===== src/rtl/cff_pkg.sv =====
// shared types, constants and a helper function for the circle fill framebuffer
package cff_pkg;

    // default geometry and fixed point format
    localparam int FB_WIDTH_DEF  = 64;
    localparam int FB_HEIGHT_DEF = 64;
    localparam int FRAC_BITS_DEF = 4;

    // field widths of the stream items
    localparam int CENTER_W = 13;
    localparam int RADIUS_W = 10;
    localparam int COLUMN_W = 6;
    localparam int ROWP_W   = 5;
    localparam int OPCODE_W = 2;
    localparam int CHAR_W   = 8;
    localparam int BITS_W   = 2;

    localparam int RADIUS_MAX = (1 << RADIUS_W) - 1;
    localparam logic [RADIUS_W-1:0] RADIUS_RESET = 10'd256;

    // command codes
    localparam logic [OPCODE_W-1:0] OP_CLEAR = 2'd0;
    localparam logic [OPCODE_W-1:0] OP_DRAW  = 2'd1;
    localparam logic [OPCODE_W-1:0] OP_READ  = 2'd2;

    // character codes for a cell
    localparam logic [CHAR_W-1:0] CH_SPACE = 8'd32;
    localparam logic [CHAR_W-1:0] CH_UNDER = 8'd95;
    localparam logic [CHAR_W-1:0] CH_CARET = 8'd94;
    localparam logic [CHAR_W-1:0] CH_FULL  = 8'd67;

    typedef enum logic [3:0] {
        S_IDLE,
        S_CLEAR,
        S_DRAW_SETUP,
        S_DRAW_CHECK,
        S_ROW_RD,
        S_ROW_LOAD,
        S_ROW_SCAN,
        S_ROW_WB,
        S_RD_TOP,
        S_RD_BOT,
        S_RD_LAST,
        S_DONE
    } t_state;

    // memory port strobes
    typedef struct packed {
        logic we;
        logic re;
    } t_mem_ctl;

    // top pixel in bit 1, bottom pixel in bit 0
    function automatic logic [CHAR_W-1:0] cell_char(input logic [BITS_W-1:0] bits);
        logic [CHAR_W-1:0] ch;
        case (bits)
            2'd0:    ch = CH_SPACE;
            2'd1:    ch = CH_UNDER;
            2'd2:    ch = CH_CARET;
            2'd3:    ch = CH_FULL;
            default: ch = CH_SPACE;
        endcase
        return ch;
    endfunction

endpackage


===== src/rtl/cff_frame_mem.sv =====
// row-wide frame store, one write port and one registered read port
module cff_frame_mem #(
    parameter int FB_WIDTH  = cff_pkg::FB_WIDTH_DEF,
    parameter int FB_HEIGHT = cff_pkg::FB_HEIGHT_DEF,
    parameter int AW        = $clog2(FB_HEIGHT)
) (
    input  logic                i_clk,
    input  cff_pkg::t_mem_ctl   i_ctl,
    input  logic [AW-1:0]       i_waddr,
    input  logic [FB_WIDTH-1:0] i_wdata,
    input  logic [AW-1:0]       i_raddr,
    output logic [FB_WIDTH-1:0] o_rdata
);

    logic [FB_WIDTH-1:0] r_mem [FB_HEIGHT];
    logic [FB_WIDTH-1:0] r_rdata;

    // write port
    always_ff @(posedge i_clk) begin
        if (i_ctl.we) begin
            r_mem[i_waddr] <= i_wdata;
        end
    end

    // registered read port
    always_ff @(posedge i_clk) begin
        if (i_ctl.re) begin
            r_rdata <= r_mem[i_raddr];
        end
    end

    assign o_rdata = r_rdata;

endmodule


===== config.mk =====
export PLATFORM = sky130hd
export DESIGN_NAME = cff_frame_mem
export DESIGN_NICKNAME = d
export VERILOG_FILES = /design/src/rtl/cff_pkg.sv /design/src/rtl/cff_frame_mem.sv
export SDC_FILE = /design/constraint.sdc
export NUM_CORES = 2
export LEC_CHECK = 0
export BUFFER_PORTS_ARGS = -buffer_cell sky130_fd_sc_hd__buf_2
export CAP_MARGIN = 20
export CORE_MARGIN = 5
export CORE_UTILIZATION = 50
export DETAILED_ROUTE_END_ITERATION = 10
export PLACE_DENSITY = 0.71
export SKIP_LAST_GASP = 1
export SLEW_MARGIN = 30
export SYNTH_ARGS = -nofsm -noshare
export SYNTH_HDL_FRONTEND = slang
export SYNTH_SLANG_ARGS = --single-unit

===== constraint.sdc =====
create_clock -name i_clk -period 10.8 [get_ports i_clk]
set_clock_uncertainty 0.15 [all_clocks]
set_input_delay 1.08 -clock i_clk [delete_from_list [all_inputs] [get_ports i_clk]]
set_output_delay 1.08 -clock i_clk [all_outputs]
set_load 0.01 [all_outputs]

After elaboration in Yosys (flattened, before gate mapping)

Memory sizes are Yosys's and may differ from the RTL's. A register that Yosys moved wholly into a read port is not among the register bits.
Index checks and enable logic that the tools add are counted.

Register bits: 0
Bits in writable memories: 4096
Bits of input ports: 79
Output and inout port bits: 64
Logic and storage cells: 3
Memories kept: 1

Memories:

| memory | depth | width | rd ports | clocked after Yosys merged registers in | wr ports | RTL line            | source |
|---|---|---|---|---|---|---|---|
| r_mem  | 64    | 64    | 1        | 1                                       | 1        | cff_frame_mem.sv:15 | `logic [FB_WIDTH-1:0] r_mem [FB_HEIGHT];` |

Muxes and demuxes: 2

Operators by type and width:

| kind   | number |
|---|---|
| $mux 1 | 2 |

Longest topological paths before layout

Depth in word-level cells: 2
Depth in mapped cells: 9
Gate-level depth less buffers: 5

Least setup slack after synthesis

Ideal clock, no wire load.

Path type: input-to-reg
Start: in i_waddr[3]
End: mem r_mem[48][0] in the netlist's numbering, enable pin
Arrival time: 5.952 ns
Slack: 4.134 ns
Cell stages on the path: 4
Cells stage by stage: clkbuf_1 nor2b_1 nand4b_1 nor3_1

RTL lines:

| what        | RTL line            | source |
|---|---|---|
| from (decl) | cff_frame_mem.sv:9  | `input logic [AW-1:0] i_waddr,` |
| to (decl)   | cff_frame_mem.sv:15 |  |

Straight into the memory's write port.

==> out/metrics.yaml <==
worst_hold_path:
  hp-start: "i_wdata[17]"
  hold_depth: 1
  holdPathEnd: "r_mem[5][17]"
  hp-class: "in -> reg"
drt:
  routedWlPerCell_um: 37.4
  routed_wl_um: 427000
  antenna_left: 0
  routed-via-count: 77300
  initialDrtViolationCount: 12500
  drt_pass1_iterations: 6
  vias_per_cell: 6.76
  remaining_drc_errors: 0
sta:
  hold_viol: 0
  rsz0062_at_grt: "no"
  worst_pin_slew_ns: 1.08
  max_freq_mhz: 236
  fin_setup_tns_ns: 0
  whs_ns: 0.412
  maxSlewViolCount: 0
  setup_ws_ns: 6.57
  setup_viol: 0
  max_slew_margin: 0.280
  period_share: 0.392
  min_period_ns: 4.23
power_and_ir_drop:
  pwr-share-comb: 0.045
  power_frac_clock: 0.412
  powerDensity_nw_per_um2: 188
  p_leak_nw: 54.7
  swShare: 0.208
  p_sw_mw: 6.89
  vdd_drop_max_v: 0.000167
  seqPwrFrac: 0.543
  internal-power_mw: 26.2
critical_path:
  critPathKind: "in -> reg"
  critPathBufInv: 3
  path_common_cell: "buf_12"
  path_cells: "buf_12, buf_12, buf_12, mux4_2, mux2i_1, o22ai_1, a41oi_1, a211oi_1"
  r2r_end: "o_rdata[30]"
  critical_path_arrival_ns: 4.68
  crit_path_end_kind: "register"
  slowest_delay_ns: 0.62
  cp_top_family: "buffers and inverters"
  rrSetupSlack_ns: 8.18
  rr_startpoint: "r_mem[59][30]"
  crit_path_top_delay_cell: "buf_12"
  crit_required_ns: 11.25
  cp_max_fo: 96
  rr_worst_depth: 4
  cp-start-kind: "primary input"
placement:
  globalplace.congestion: 0.798
  dp_hpwl_um: 220000
  placedCellCount: 10700
  dpl_worst_slack_ns: 5.61
  dpl_cell_area_um2: 164000
  port_buffers: 142
outcome:
  status: "finished, final reports clean"
clocking:
  htreeDepth: 5
  clk_latency_ns: 0.94
  root_buffer: "clkbuf_16"
  cts_tree: "yes"
  clock_path_buffers: 4
  cts_buffers: 392
  cts.sinks: 4160
  hold_buffers: 0
  post-cts-setup-buffer-count: 0
  clkTransAtPathRegs_ns: 0.06
  post_cts_resize_count: 0
grt:
  grt_pass1_vias: 77100
  grt_use_total: 0.261
  grt.overflow.total: 0
  grt_pass1_wl_um: 597000
  grt_max_degree: 126
  antenna_found_initial: 32
yosys:
  syn_area_um2: 157000
  yosysWarnings: 0
  synthCells: 6598
  synth_ff_type: "edfxtp_1"
  ys_types: 32
  ys_seq_area_frac: 0.796
  synth_edf_count: 4160
  synth_fp_nets: 6677
  async_reset_ff_frac: 0
  syn_area_per_cell_um2: 23.8
  synth_seq_cells: 4160
layout:
  drive_above_1_share: 0.280
  design_area_um2: 176000
  layout_common_cells: "edfxtp_1 (4160), mux4_2 (1024), clkbuf_16 (396)"
  fin_nets: 7052
  final_cells: 11400
  mostFrequentLayoutCell: "edfxtp_1"
  fill_cells: 21800
  syn_to_final_growth_pct: 12.4
  seqCellArea_um2: 125000
  multi_input_area_um2: 30800
floorplan:
  die_x_um: 570
  io_pins: 143
  die_area_um2: 325000
  start_util: 0.503
  row_count: 205
  core_area_um2: 312000
  die_h_um: 570
job:
  drv_cap: 0
## state kept, by name, indices dropped and copies added (netlist names)
register and cells:
o_rdata 64, r_mem 4096
## worst max-delay path by stage
stage               start           end  slack, ns  cells after the start
3_3_place_gp   i_raddr[0]   o_rdata[20]       5.62                      8
6_report       i_raddr[0]   o_rdata[21]       6.57                      8
5_1_grt        i_raddr[0]   o_rdata[48]       6.27                      8
2_1_floorplan  i_waddr[3]  r_mem[48][0]       4.13                      4
4_1_cts        i_raddr[0]   o_rdata[34]       6.58                      7
3_5_place_dp   i_raddr[0]   o_rdata[20]       5.61                      8
## layer usage
metal	GRT usage	part of all wire	vias to the layer above
met2	0.419	0.49	5774
met5	0	0.00016	-
met4	0.0999	0.041	12
met3	0.0553	0.12	922
met1	0.356	0.35	41300
li1	-	-	29300
## layout make-up
class	instances	area share
antenna	12	0.000170
clock buffer	470	0.0577
clock inverter	231	0.0136
inverter	19	0.000404
multi-input combinational	2049	0.174
sequential	4160	0.708
tap	4140	0.0294
timing repair buffer	351	0.0163
## kinds of logic after synthesis
group | Yosys count | share of synthesized area
simple gates | 386 | 0.0123
compound gates | 504 | 0.0247
flops | 4160 | 0.796
buf+inv | 389 | 0.0118
mux | 1159 | 0.156
## power by group through the flow
stage,Sequential [mW],Combinational [mW],Clock (mW)
final,18.0,1.48,13.7
after global routing,18.0,1.56,14.5
after CTS,18.0,1.48,13.8
after detailed placement,18.3,1.47,0
after global placement,18.3,1.43,0
after floorplan,18.3,0.833,0
## synthesized netlist by cell type, drive strengths merged, types with 29 or more instances
cell | instances | area, um2
a211oi | 63 | 473
a22o | 88 | 771
a22oi | 168 | 1260
and3 | 64 | 400
buf | 230 | 1250
clkbuf | 140 | 526
edfxtp | 4160 | 125000
mux2i | 135 | 1350
mux4 | 1024 | 23100
nand2 | 58 | 218
nand3 | 45 | 225
nor2 | 112 | 420
o221ai | 38 | 333
o22ai | 83 | 519
or3 | 29 | 181
## stage by stage
stage	power, mW	util
floorplan	19.1	-
global placement	19.8	0.523
detailed placement	19.8	0.524
CTS	33.2	0.564
global route	34.1	0.565
finish	33.1	0.565
Power figures use the tool's default switching activity.
