**src/rtl/cff_pkg.sv**
```systemverilog
// shared types, constants and a helper function for the circle fill framebuffer
package cff_pkg;

    // default geometry and fixed point format
    localparam int FB_WIDTH_DEF  = 64;
    localparam int FB_HEIGHT_DEF = 64;
    localparam int FRAC_BITS_DEF = 4;

    // field widths of the stream items
    localparam int CENTER_W = 13;
    localparam int RADIUS_W = 10;
    localparam int COLUMN_W = 6;
    localparam int ROWP_W   = 5;
    localparam int OPCODE_W = 2;
    localparam int CHAR_W   = 8;
    localparam int BITS_W   = 2;

    localparam int RADIUS_MAX = (1 << RADIUS_W) - 1;
    localparam logic [RADIUS_W-1:0] RADIUS_RESET = 10'd256;

    // command codes
    localparam logic [OPCODE_W-1:0] OP_CLEAR = 2'd0;
    localparam logic [OPCODE_W-1:0] OP_DRAW  = 2'd1;
    localparam logic [OPCODE_W-1:0] OP_READ  = 2'd2;

    // character codes for a cell
    localparam logic [CHAR_W-1:0] CH_SPACE = 8'd32;
    localparam logic [CHAR_W-1:0] CH_UNDER = 8'd95;
    localparam logic [CHAR_W-1:0] CH_CARET = 8'd94;
    localparam logic [CHAR_W-1:0] CH_FULL  = 8'd67;

    typedef enum logic [3:0] {
        S_IDLE,
        S_CLEAR,
        S_DRAW_SETUP,
        S_DRAW_CHECK,
        S_ROW_RD,
        S_ROW_LOAD,
        S_ROW_SCAN,
        S_ROW_WB,
        S_RD_TOP,
        S_RD_BOT,
        S_RD_LAST,
        S_DONE
    } t_state;

    // memory port strobes
    typedef struct packed {
        logic we;
        logic re;
    } t_mem_ctl;

    // top pixel in bit 1, bottom pixel in bit 0
    function automatic logic [CHAR_W-1:0] cell_char(input logic [BITS_W-1:0] bits);
        logic [CHAR_W-1:0] ch;
        case (bits)
            2'd0:    ch = CH_SPACE;
            2'd1:    ch = CH_UNDER;
            2'd2:    ch = CH_CARET;
            2'd3:    ch = CH_FULL;
            default: ch = CH_SPACE;
        endcase
        return ch;
    endfunction

endpackage

```
**src/rtl/cff_dist_sq.sv**
```systemverilog
// squared distance from a pixel centre to the circle centre along one axis
module cff_dist_sq #(
    parameter int CIW       = 6,
    parameter int FRAC_BITS = cff_pkg::FRAC_BITS_DEF,
    parameter int MAGW      = 11
) (
    input  logic                          i_clk,
    input  logic [CIW-1:0]                i_coord,
    input  logic signed [cff_pkg::CENTER_W-1:0] i_center,
    output logic [2*MAGW-1:0]             o_sq
);

    localparam int CW  = cff_pkg::CENTER_W;
    localparam int PW  = CIW + FRAC_BITS + 1;
    localparam int DW  = ((CW > PW) ? CW : PW) + 1;

    logic [DW-1:0]        pos;
    logic signed [DW-1:0] diff;
    logic [DW-1:0]        mag_full;
    logic [MAGW-1:0]      mag;
    logic [2*MAGW-1:0]    r_sq;

    // pixel centre coord + 0.5 in fixed point, then |centre - pixel|
    always_comb begin
        pos      = DW'({i_coord, 1'b1}) << (FRAC_BITS - 1);
        diff     = $signed({{(DW-CW){i_center[CW-1]}}, i_center}) - $signed(pos);
        mag_full = diff[DW-1] ? DW'(-diff) : DW'(diff);
        mag      = mag_full[MAGW-1:0];
    end

    // registered square
    always_ff @(posedge i_clk) begin
        r_sq <= (2*MAGW)'(mag) * (2*MAGW)'(mag);
    end

    assign o_sq = r_sq;

endmodule

```
**config.mk**
```make
export PLATFORM = sky130hd
export DESIGN_NAME = cff_dist_sq
export DESIGN_NICKNAME = d
export VERILOG_FILES = /design/src/rtl/cff_pkg.sv /design/src/rtl/cff_dist_sq.sv
export SDC_FILE = /design/constraint.sdc
export NUM_CORES = 1
export LEC_CHECK = 0
export BUFFER_PORTS_ARGS = -buffer_cell sky130_fd_sc_hd__clkbuf_2
export CORE_UTILIZATION = 40
export DETAILED_ROUTE_END_ITERATION = 8
export MAX_ROUTING_LAYER = met4
export PLACE_DENSITY = 0.67
export REMOVE_ABC_BUFFERS = 1
export SKIP_CTS_REPAIR_TIMING = 1
export SLEW_MARGIN = 20
export SYNTH_ARGS = -nofsm -noshare
export SYNTH_HDL_FRONTEND = slang
export SYNTH_SLANG_ARGS = --single-unit
```
**constraint.sdc**
```tcl
create_clock -name i_clk -period 14.58 [get_ports i_clk]
set_input_delay 0.729 -clock i_clk [delete_from_list [all_inputs] [get_ports i_clk]]
set_output_delay 0.729 -clock i_clk [all_outputs]
set_load 0.005 [all_outputs]
```
# After elaboration in Yosys (flattened, before gate mapping)
# Cells that the tools add are included.
# classes
n_addsub	2
mul	1
n_mux	1
# op_table
op	count
$mul A11 B11 Y22	1
$sub A13 B11 Y14	1
$mux W11	1
$neg A11 Y11	1
# word_totals
register_bits	22
input_bits	20

# Depth between registers and ports, before layout
# depth
depth_word	4
ltp_mapped	28
depth_no_buf	27

# Worst setup path before layout
# Ideal clock, no wire load.
# synth_timing
path_type	input-to-reg
start	in i_coord[0]
end	reg r_sq[20], in the netlist o_sq[20]
setup_time_ns	0.131
arrival_ns	6.876
required_ns	14.449
setup_slack_ns	7.573
cell_stages	24
path_cell_list	inv_1 fa_1 a211oi_2 nor2_1 o311ai_4 o41ai_2 o21ai_1 and2_1 nand2_1 fa_1 inv_1 fa_1 fa_1 fa_1 inv_1 fa_1 inv_1 ha_1 nand4_1 or2_2 nor4_1 o31a_1 mux2i_1 o211ai_1
# synth_between
elab_chain_len	4
# synth_lines
element	line_no	source
from (decl)	cff_dist_sq.sv:8	input logic [CIW-1:0] i_coord,
$sub A13 B11 Y14 (*)	cff_dist_sq.sv:26	diff = $signed({{(DW-CW){i_center[CW-1]}}, i_center}) - $signed(pos);
$neg A11 Y11	cff_dist_sq.sv:27	mag_full = diff[DW-1] ? DW'(-diff) : DW'(diff);
$mux W11 (*)	cff_dist_sq.sv:27	
$mul A11 B11 Y22 (*)	cff_dist_sq.sv:33	r_sq <= (2*MAGW)'(mag) * (2*MAGW)'(mag);
to (signal assigned)	cff_dist_sq.sv:33	
to (decl)	cff_dist_sq.sv:21	logic [2*MAGW-1:0] r_sq;
# Mark *: on every way between the ends. The rest lies on a longest branch, timed or not.

# Worst setup path in the final report
# layout_timing
start	in i_center[3] (netlist name)
end	reg r_sq[21], in the netlist o_sq[21]
# layout_between
elab_chain_len	4
# layout_lines
element	line_no	source
from (decl)	cff_dist_sq.sv:9	input logic signed [cff_pkg::CENTER_W-1:0] i_center,
$sub A13 B11 Y14 (*)	cff_dist_sq.sv:26	
$neg A11 Y11	cff_dist_sq.sv:27	
$mux W11 (*)	cff_dist_sq.sv:27	
$mul A11 B11 Y22 (*)	cff_dist_sq.sv:33	
# Marks and branches as above.

==> results.ini <==
[placement]
gp_congestion=0.871
hpwl_mm=7.61
placed_cells=676
port_buffers=40
preCtsSetupSlack_ns=6.49

[synth]
synthCells=506
synth_top_area_share_pct=30.1
synth_fa_ha_area_share_pct=46.9
synth_mux_area_share_pct=0.941
synth_top_family_by_area=adder cells
synth_seq_cells=21
yosys-top-cells-count=119 x inv_1, 66 x fa_1, 59 x ha_1
yosys-top-cells-area=fa_1 30%, ha_1 17%, inv_1 10%
synth-simple-area-share_pct=12.5
yosysMostFrequentCell=inv_1
synth-xor-area-share_pct=6.70
synth_edf_count=0
postSynth.asyncResetShare_pct=0
yosys_warnings=0
synthFlopType=dfxtp_1
synth_compound_area_share_pct=11.8
yosysTopAreaCell=fa_1
synth_area_um2=4390
ys_seq_area_share_pct=9.58
ys_types=54
synth_area_per_cell_um2=8.67

[clock_network]
cts_tree=done
cts_buffer_depth=2
root_buffer=clkbuf_8
cts_buffers=3
cts_max_level=1
cts_sinks=21
clk_pin_slew_worst_paths_ns=0.09

[outcome]
status=finished, final reports clean

[sta]
rsz0062_at_grt=no
fmax_mhz=129
min_period_ns=7.77
maxSlewViolCount=0
layout_setup_ws_ns=6.81
hold_viol=0
worstMarginPinSlew_ns=0.950
period_share_pct=53.3
tns_ns=0
setup_violations=0
slew-limit-headroom_pct=36.2

[die]
start_util_pct=41.9
dieArea_um2=11400
fp.dieW_um=107
chipHeight_um=107
rows=37
ios=42
coreArea_um2=10500

[drt]
num_vias=3396
drt-wirelength-per-cell_um=12.8
drc=0
drt_first_iter_violations=158
ant_nets=0
drt-total-wl_mm=8.71
viasPerCell=4.99
firstDrtPassIters=5

[global_routing]
grt.overflow.total=0
grt_first_pass_wirelength_mm=15.4
grt_max_degree=12
groute.usage.overall_pct=17.3
antenna_found_initial=0
grt_pass1_vias=3406

[worst_setup_path]
end_kind=flop
worstPathMaxFanout=11
critPathLaunchType=primary input
crit_path_end=o_sq[21]
path_class=primary input to flop
critPathArrivalTime_ns=7.94
startpoint=i_center[3]
required_ns=14.75

[cells_and_area]
largest_reg_flops=21
nFillCells=1051
antenna_cells=0
drive_above_1_share_pct=11.8
area.growth.synth_to_final_pct=8.84
layoutNonFillerInstCount=680
nets=690

[run]
cap_violations=0

[min_path]
hold_path_class=primary input to flop

==> how the worst min path moves through the flow <==
| stage | from | endpoint | slack, ns | cells after the start |
|---|---|---|---|---|
| finish | i_center[1] | o_sq[2] | 0.74 | 2 |
| global route | i_center[1] | o_sq[2] | 0.74 | 2 |
| detailed placement | i_center[1] | o_sq[2] | 1.03 | 2 |
| CTS | i_center[1] | o_sq[2] | 0.73 | 2 |
| global placement | i_center[1] | o_sq[2] | 1.03 | 2 |
| floorplan | i_center[0] | o_sq[0] | 0.76 | 0 |
==> placed cells by master (no fill, tap or decap), types with 5 or more instances in the layout <==
| cell type | n |
|---|---|
| inv_1 | 119 |
| fa_1 | 66 |
| ha_1 | 59 |
| nor2_1 | 47 |
| nand2_1 | 43 |
| clkbuf_2 | 40 |
| dfxtp_1 | 21 |
| xnor2_1 | 18 |
| a21oi_1 | 15 |
| o21ai_0 | 11 |
| xor2_1 | 10 |
| a21o_1 | 7 |
| inv_2 | 6 |
| and2_1 | 6 |
| o21ai_1 | 5 |
| o21a_1 | 5 |
==> metal layers <==
| metal | vias to the layer above | track usage (%) | wire, um | share of wire, % |
|---|---|---|---|---|
| met1 | 1672 | 22.2 | 3790 | 44 |
| met3 | 12 | 1.95 | 283 | 3.2 |
| met2 | 59 | 29.2 | 4510 | 52 |
| met4 | 0 | 4.70 | 130 | 1.5 |
| li1 | 1653 | - | - | - |
| met5 | - | - | 0 | 0 |
==> layout make-up <==
cell class,instances,area (um2),share of cell area (%)
clock buffers,4,45.0,0.943
inverters,125,469,9.83
multi-input cells,353,3460,72.5
flip-flops and latches,21,420,8.81
well taps,136,170,3.56
repair buffers,41,208,4.35
==> logic make-up after synthesis <==
group,after synthesis
compound gates,70
xor+xnor,31
fa+ha+maj,125
buf+inv,132
flops,21
mux,4
other cells,1
simple gates,122
==> stage by stage <==
step / hold slack, ns / util, % / cell area (um2)
after CTS: 0.732 / 45.6 / 4770
after global placement: 1.03 / 45.2 / 4730
after detailed placement: 1.03 / 45.2 / 4730
after global routing: 0.738 / 45.6 / 4770
after floorplan: 0.757 / - / 4350
final: 0.737 / 45.6 / 4770
==> worst max-delay path, cell delays in order <==
cell,delay [ns]
clkbuf_2,0.16
fa_1,0.45
a211oi_2,0.39
o211ai_1,0.17
or3b_1,0.43
o21ai_1,0.15
xnor2_1,0.77
and2_1,0.29
fa_1,0.42
inv_1,0.08
fa_1,0.43
fa_1,0.54
inv_1,0.05
fa_1,0.53
inv_1,0.05
fa_1,0.54
inv_1,0.04
ha_1,0.35
a21oi_1,0.22
o211ai_1,0.16
a31oi_1,0.34
nor2_1,0.12
nor4_1,0.27
a21oi_1,0.09
xor2_1,0.16
Power is left out: the tool's default activity adds up to more than one toggle a clock period on the data nets, which glitch-free logic cannot reach.
